<file path="src/hdl/midi_message_assembler_top_assert.svh">
// ----------------------------------------------------------------------------
// MIDI message assembler assertion macros
// Shorthand for the concurrent checks at the end of the top level.
// ----------------------------------------------------------------------------
`ifndef MIDI_MESSAGE_ASSEMBLER_TOP_ASSERT_SVH
`define MIDI_MESSAGE_ASSEMBLER_TOP_ASSERT_SVH

// Same-cycle implication, checked outside reset.
`define MMA_ASSERT_NOW(label, ante, cons, msg) \
    label: assert property (@(posedge i_clk) disable iff (!i_rst_n) \
        (ante) |-> (cons)) else $error(msg);

// Next-cycle implication, checked outside reset.
`define MMA_ASSERT_NEXT(label, ante, cons, msg) \
    label: assert property (@(posedge i_clk) disable iff (!i_rst_n) \
        (ante) |=> (cons)) else $error(msg);

`endif

</file>
<file path="src/hdl/mma_pkg.sv">
// ----------------------------------------------------------------------------
// MIDI message assembler package
// Byte constants, message length codes and the status length table.
// ----------------------------------------------------------------------------
package mma_pkg;

    typedef logic [7:0] t_byte;
    typedef logic [1:0] t_len;

    localparam t_byte SYSEX_START = 8'hF0;
    localparam t_byte SYSEX_END   = 8'hF7;
    localparam t_byte NO_STATUS   = 8'h0F;

    localparam t_len LEN_NONE  = 2'd0;
    localparam t_len LEN_ONE   = 2'd1;
    localparam t_len LEN_TWO   = 2'd2;
    localparam t_len LEN_THREE = 2'd3;

    // Message length for a status byte; zero marks an undefined status or a SysEx start or end byte.
    function automatic t_len status_length(input t_byte s);
        t_len len;
        case (s[7:4]) inside
            4'h8, 4'h9, 4'hA, 4'hB, 4'hE: len = LEN_THREE;
            4'hC, 4'hD:                   len = LEN_TWO;
            4'hF: begin
                case (s[3:0]) inside
                    4'h2:                                 len = LEN_THREE;
                    4'h1, 4'h3:                           len = LEN_TWO;
                    4'h6, 4'h8, 4'hA, 4'hB, 4'hC, 4'hE,
                    4'hF:                                 len = LEN_ONE;
                    default:                              len = LEN_NONE;
                endcase
            end
            default:                      len = LEN_NONE;
        endcase
        return len;
    endfunction

endpackage

</file>
<file path="src/hdl/midi_message_assembler_top.sv">
// ----------------------------------------------------------------------------
// MIDI message assembler
// Gathers received MIDI bytes into complete messages with running status.
// ----------------------------------------------------------------------------
// Input channel: one received byte per beat on i_rx_byte (i_rx_valid /
// o_rx_ready). Output channel: one complete message per beat (o_msg_valid /
// i_msg_ready) with its status byte, up to two data bytes (zero where the
// message is shorter) and its length of one to three bytes.
// A byte is captured in an input register and processed from there; a message
// it completes is then registered in the output register.
// Throughput is one byte per cycle while the output is not stalled: the parser
// state updates as each byte is processed, so the next byte may follow directly.
// Bytes that complete nothing (data awaiting more, SysEx contents, dropped
// bytes) give no output beat.
// Reset clears the parser to idle with no usable running status and empties
// both registers. When the receiver stalls, the finished message holds in the
// output register; the input register then holds one byte and o_rx_ready
// drops until the message is taken.
// ----------------------------------------------------------------------------
module midi_message_assembler_top
    import mma_pkg::*;
(
    input  logic       i_clk,
    input  logic       i_rst_n,
    input  logic       i_rx_valid,
    output logic       o_rx_ready,
    input  logic [7:0] i_rx_byte,
    output logic       o_msg_valid,
    input  logic       i_msg_ready,
    output logic [7:0] o_status_byte,
    output logic [7:0] o_data_one,
    output logic [7:0] o_data_two,
    output logic [1:0] o_msg_length
);

    // Input register.
    logic  r_in_valid;
    t_byte r_in_byte;

    // Parser state.
    t_byte r_running;
    t_byte r_msg [3];
    t_len  r_fill;
    t_len  r_left;
    logic  r_in_sysex;
    logic  r_msg_ok;

    t_byte n_running;
    t_byte n_msg [3];
    t_len  n_fill;
    t_len  n_left;
    logic  n_in_sysex;
    logic  n_msg_ok;
    logic  n_emit;

    // Output register.
    logic  r_out_valid;
    t_byte r_out_status;
    t_byte r_out_one;
    t_byte r_out_two;
    t_len  r_out_len;

    logic  advance;
    t_len  rs_len;
    t_len  b_len;

    assign advance    = r_in_valid && (!r_out_valid || i_msg_ready);
    assign o_rx_ready = !r_in_valid || advance;
    assign rs_len     = status_length(r_running);
    assign b_len      = status_length(r_in_byte);

    always_comb begin
        n_running  = r_running;
        n_msg      = r_msg;
        n_fill     = r_fill;
        n_left     = r_left;
        n_in_sysex = r_in_sysex;
        n_msg_ok   = r_msg_ok;
        n_emit     = 1'b0;

        if (r_in_sysex) begin
            if (r_in_byte == SYSEX_END) begin
                n_in_sysex = 1'b0;
                n_fill     = LEN_NONE;
                n_left     = LEN_NONE;
            end
        end else if (r_fill == LEN_NONE) begin
            if (r_in_byte[7]) begin
                n_running  = r_in_byte;
                n_in_sysex = (r_in_byte == SYSEX_START);
                if (b_len == LEN_NONE) begin
                    n_msg_ok = 1'b0;
                    n_left   = LEN_NONE;
                end else begin
                    n_msg_ok = 1'b1;
                    n_msg[0] = r_in_byte;
                    n_fill   = LEN_ONE;
                    n_left   = b_len - LEN_ONE;
                    n_emit   = (n_left == LEN_NONE);
                end
            end else if (rs_len == LEN_TWO || rs_len == LEN_THREE) begin
                // Running status: the stored status opens the message.
                n_msg_ok = 1'b1;
                n_msg[0] = r_running;
                n_msg[1] = r_in_byte;
                n_fill   = LEN_TWO;
                n_left   = rs_len - LEN_TWO;
                n_emit   = (n_left == LEN_NONE);
            end
        end else begin
            // Mid-message, any byte (status bytes too) is taken as data.
            if (r_fill != LEN_THREE) begin
                n_msg[r_fill] = r_in_byte;
                n_fill        = r_fill + LEN_ONE;
            end
            if (r_left != LEN_NONE) begin
                n_left = r_left - LEN_ONE;
            end
            n_emit = (n_left == LEN_NONE) && r_msg_ok && (n_fill != LEN_NONE);
        end
    end

    always_ff @(posedge i_clk) begin
        if (!i_rst_n) begin
            r_in_valid <= 1'b0;
        end else if (o_rx_ready) begin
            r_in_valid <= i_rx_valid;
        end
    end

    always_ff @(posedge i_clk) begin
        if (o_rx_ready && i_rx_valid) begin
            r_in_byte <= i_rx_byte;
        end
    end

    always_ff @(posedge i_clk) begin
        if (!i_rst_n) begin
            r_running  <= NO_STATUS;
            r_fill     <= LEN_NONE;
            r_left     <= LEN_NONE;
            r_in_sysex <= 1'b0;
            r_msg_ok   <= 1'b0;
        end else if (advance) begin
            r_running  <= n_running;
            r_fill     <= n_emit ? LEN_NONE : n_fill;
            r_left     <= n_left;
            r_in_sysex <= n_in_sysex;
            r_msg_ok   <= n_msg_ok;
        end
    end

    always_ff @(posedge i_clk) begin
        if (advance) begin
            r_msg <= n_msg;
        end
    end

    always_ff @(posedge i_clk) begin
        if (!i_rst_n) begin
            r_out_valid <= 1'b0;
        end else if (advance && n_emit) begin
            r_out_valid <= 1'b1;
        end else if (i_msg_ready) begin
            r_out_valid <= 1'b0;
        end
    end

    always_ff @(posedge i_clk) begin
        if (advance && n_emit) begin
            r_out_status <= n_msg[0];
            r_out_one    <= (n_fill == LEN_TWO || n_fill == LEN_THREE) ? n_msg[1] : '0;
            r_out_two    <= (n_fill == LEN_THREE) ? n_msg[2] : '0;
            r_out_len    <= n_fill;
        end
    end

    assign o_msg_valid   = r_out_valid;
    assign o_status_byte = r_out_status;
    assign o_data_one    = r_out_one;
    assign o_data_two    = r_out_two;
    assign o_msg_length  = r_out_len;

`include "midi_message_assembler_top_assert.svh"

    `MMA_ASSERT_NOW(a_partial_is_defined, r_fill != LEN_NONE,
        r_msg_ok && !r_in_sysex, "partial message without a defined status")
    `MMA_ASSERT_NOW(a_sysex_idle, r_in_sysex, r_fill == LEN_NONE,
        "SysEx discard with a partial message pending")
    `MMA_ASSERT_NOW(a_short_msg_zero, o_msg_valid && o_msg_length == LEN_ONE,
        o_data_one == '0 && o_data_two == '0 && o_status_byte[7],
        "one-byte message with nonzero data")
    `MMA_ASSERT_NEXT(a_no_emit_on_drop,
        advance && r_fill == LEN_NONE && !r_in_sysex && !r_in_byte[7]
            && !(rs_len == LEN_TWO || rs_len == LEN_THREE),
        r_fill == LEN_NONE && r_running == $past(r_running),
        "dropped data byte changed the parser state")

endmodule
</file>
<file path="config.mk">
export PLATFORM = sky130hd
export DESIGN_NAME = midi_message_assembler_top
export DESIGN_NICKNAME = d
export VERILOG_FILES = /design/src/hdl/mma_pkg.sv /design/src/hdl/midi_message_assembler_top.sv
export VERILOG_INCLUDE_DIRS = /design/src /design/src/hdl
export SDC_FILE = /design/constraint.sdc
export NUM_CORES = 1
export LEC_CHECK = 0
export BUFFER_PORTS_ARGS = -buffer_cell sky130_fd_sc_hd__buf_2
export CAP_MARGIN = 20
export CORE_MARGIN = 4
export CORE_UTILIZATION = 42
export CTS_CLUSTER_DIAMETER = 30
export DETAILED_ROUTE_END_ITERATION = 6
export GPL_ROUTABILITY_DRIVEN = 0
export SLEW_MARGIN = 20
export SYNTH_ARGS = -nofsm -noshare
export SYNTH_HDL_FRONTEND = slang
export SYNTH_SLANG_ARGS = --single-unit
</file>
<file path="constraint.sdc">
create_clock -name i_clk -period 3.8 [get_ports i_clk]
set_clock_uncertainty 0.2 [all_clocks]
set_input_delay 0.38 -clock i_clk [delete_from_list [all_inputs] [get_ports i_clk]]
set_output_delay 0.38 -clock i_clk [all_outputs]
set_load 0.01 [all_outputs]
</file>
==> key figures <==
Die
  • Die Span Y: between 90 and 100 um
  • Die X: between 90 and 100 um
  • Io pins: 40
  • # rows: 31
  • Core area: 7410 um2
  • Initial core utilization: 0.439
  • Die ar.: 9220 um2

Synthesis
  • Post-synthesis sequential area ratio: 0.634
  • FF+latch count, synth: 74
  • Main area contributors after synthesis: edfxtp_1 54%, dfxtp_1 9.8%, nand2_1 3.9%, mux2_2 2.8%, a21oi_1 2.3%
  • Most common cell in the netlist: edfxtp_1
  • Ys flop type: edfxtp_1
  • Synth Cell Area: 3250 um2
  • Asr flop ratio synth: 0
  • Mapped Cells: about 260
  • Synthesized Nets: roughly 280
  • Synth unique cells: about 60
  • Syn. warnings: 0
  • Largest area contributor in the netlist: edfxtp_1
  • Syn_area_per_cell: 12.3 um2
  • Post-synth EDFFs: between 50 and 60
  • Synth top area share: 0.535
  • Most instantiated cells after synthesis: 58 x edfxtp_1, 34 x nand2_1, 16 x dfxtp_1

Final layout
  • Synthesis-to-finish area growth: 17.3%
  • Nets: roughly 320
  • Ant diodes: 0
  • Design area: roughly 3800 um2
  • Layout cells sized above 1: 0.252
  • Final Non-Filler Cells: 413

Setup path
  • Critical Path Start: r_in_sysex
  • Crit path to: o_msg_length[1]
  • Worst R2R Start: r_in_sysex
  • Worst r2r dst: o_msg_length[1]
  • CP Launch Type: flop
  • Reg2Reg Depth: 5
  • Crit. End Element: flop
  • Crit Path Max Fanout: 18
  • WP data required: 3.64 ns
  • CP arrival: around 2.7 ns
  • Reg2Reg Setup Slack: roughly 0.98 ns
  • Crit Path Category: reg -> reg

Hold path
  • Hold Path Stages: 3
  • Hold Crit Class: in -> reg

Power
  • Worst VDD drop: about 0.00023 V
  • Power Total: roughly 0.0018 W
  • Pwr/cell area: ~460 nW/um2
  • Static Leak: 1.37 nW

Outcome
  • Status: finished clean

Timing
  • Worst slew pin tran: around 1 ns
  • Fmax: 354 MHz
  • Rel. slew slack: 0.318
  • Max Slew Vio Count: 0
  • Finish-stage setup viols: 0
  • Final min period: 2.82 ns
  • Final period util: 0.743
  • Final Hold Fails: 0
  • Setup TNS: 0 ns
  • RSZ-0062 raised after global routing: false

Flow run
  • Max cap viols: 0

Drt
  • Vias after detailed routing: approximately 2200
  • Drt pass-1 iters: 4
  • DR WL/cell: 16.9 um
  • WL final: 6980 um
  • Vias/cell: 5.40
  • Drt initial violations: 177
  • # DRC: 0
  • Post-DRT Antenna Nets: 0

Place
  • Placement Cell Area: 3510 um2
  • HPWL Detailed: ~4800 um
  • Placed insts: slightly below 400
  • IO buf count: 39

GRT
  • Largest net degree at the start of global routing: 28
  • Vias in the first global route: roughly 2200
  • Total GRT Usage: 0.171
  • GR Overflow Total: 0
  • First-pass GRT wire length: 11600 um
  • Initial antenna violation count: 0

CTS
  • H-tree depth: 3
  • CTS tree: built
  • Root buf cell: clkbuf_8
  • TritonCTS buffer count: 9
  • Post-cts repair resize count: 0
  • Worst skew pair latency: roughly 0.35 ns
  • CTS clk-pin slew, worst paths: around 0.080 ns
  • CTS max path bufs: 2
  • Clock Sinks: between 70 and 80
==> sequential cells by signal, indices dropped and copies added (netlist names) <==
name           cells
o_data_one         8
o_data_two         8
o_msg_length       2
o_msg_valid        1
o_status_byte      8
r_fill             2
r_in_byte          8
r_in_sysex         1
r_in_valid         1
r_left             2
r_msg             24
r_msg_ok           1
r_running          8
==> routing by layer <==
| layer | global-route usage | part of all wire | vias to the layer above |
|---|---|---|---|
| li1 | - | - | 1088 |
| met1 | 0.239 | 0.46 | 1052 |
| met2 | 0.248 | 0.45 | 77 |
| met3 | 0.0383 | 0.066 | 15 |
| met4 | 0.0912 | 0.026 | 0 |
| met5 | 0 | 0 | - |
==> power by group <==
group | internal, W | total (W) | switching, W
sequential | 0.000911 | 0.000939 | 0.0000274
clock | 0.000406 | 0.000690 | 0.000284
combinational | 0.0000522 | 0.000136 | 0.0000842
total | 0.00137 | 0.00176 | 0.000395
==> critical path: stages, from the launching register on <==
cell	delay [ns]
dfxtp_1	0.42
nor2_2	0.34
nand2_1	0.35
o41a_1	0.46
nor2_2	0.39
buf_4	0.34
==> cell usage in the layout, fill, tap and decap left out, types with 10 or more instances in the layout <==
master / n
nand3_1: 13
nor2b_1: 10
edfxtp_1: 58
nand2_1: 34
o21ai_0: 12
buf_2: 39
clkbuf_8: 11
a21oi_1: 15
dfxtp_1: 16
==> cell type report <==
type                            instances  area [um2]
Timing Repair Buffer                   48         283
Clock buffer                           12         155
Tap cell                               99         124
Multi-Input combinational cell        168        1090
Fill cell                             651        3590
Inverter                                8        30.0
Sequential cell                        74        2060
Clock inverter                          4        73.8
==> kinds of logic after synthesis <==
group                     count (synthesis)  synth area share
xor gates and xnor gates                  1           0.00269
AOI/OAI and AO/OA                        73             0.162
muxes                                     8            0.0277
buffers and inverters                    22            0.0319
DFF                                      74             0.634
and+or+nand+nor                          86             0.142
==> per-stage QoR <==
stage / worst slack [ns] / hold slack (ns) / utilization
final: 0.978 / 0.0751 / 0.515
after CTS: 0.973 / 0.0612 / 0.515
after global placement: 1.09 / 0.283 / 0.474
after global routing: 0.793 / 0.146 / 0.515
after floorplan: 0.760 / 0.253 / -
after detailed placement: 0.995 / 0.278 / 0.474
==> worst min-delay path by stage <==
stage | from | endpoint | slack [ns]
final | i_rx_valid | r_in_valid | 0.08
after global routing | i_rx_valid | r_in_valid | 0.15
after CTS | i_rx_valid | r_in_valid | 0.06
after detailed placement | r_msg_ok | r_msg_ok | 0.28
after global placement | r_msg_ok | r_msg_ok | 0.28
after floorplan | r_msg_ok | r_msg_ok | 0.25
==> what timing repair did <==
item,4_1_cts,5_1_grt
hold endpoints to repair,8,0
hold buffers,8,0
buffers inserted,0,0
Note: power is estimated with default switching activity, not from simulation.
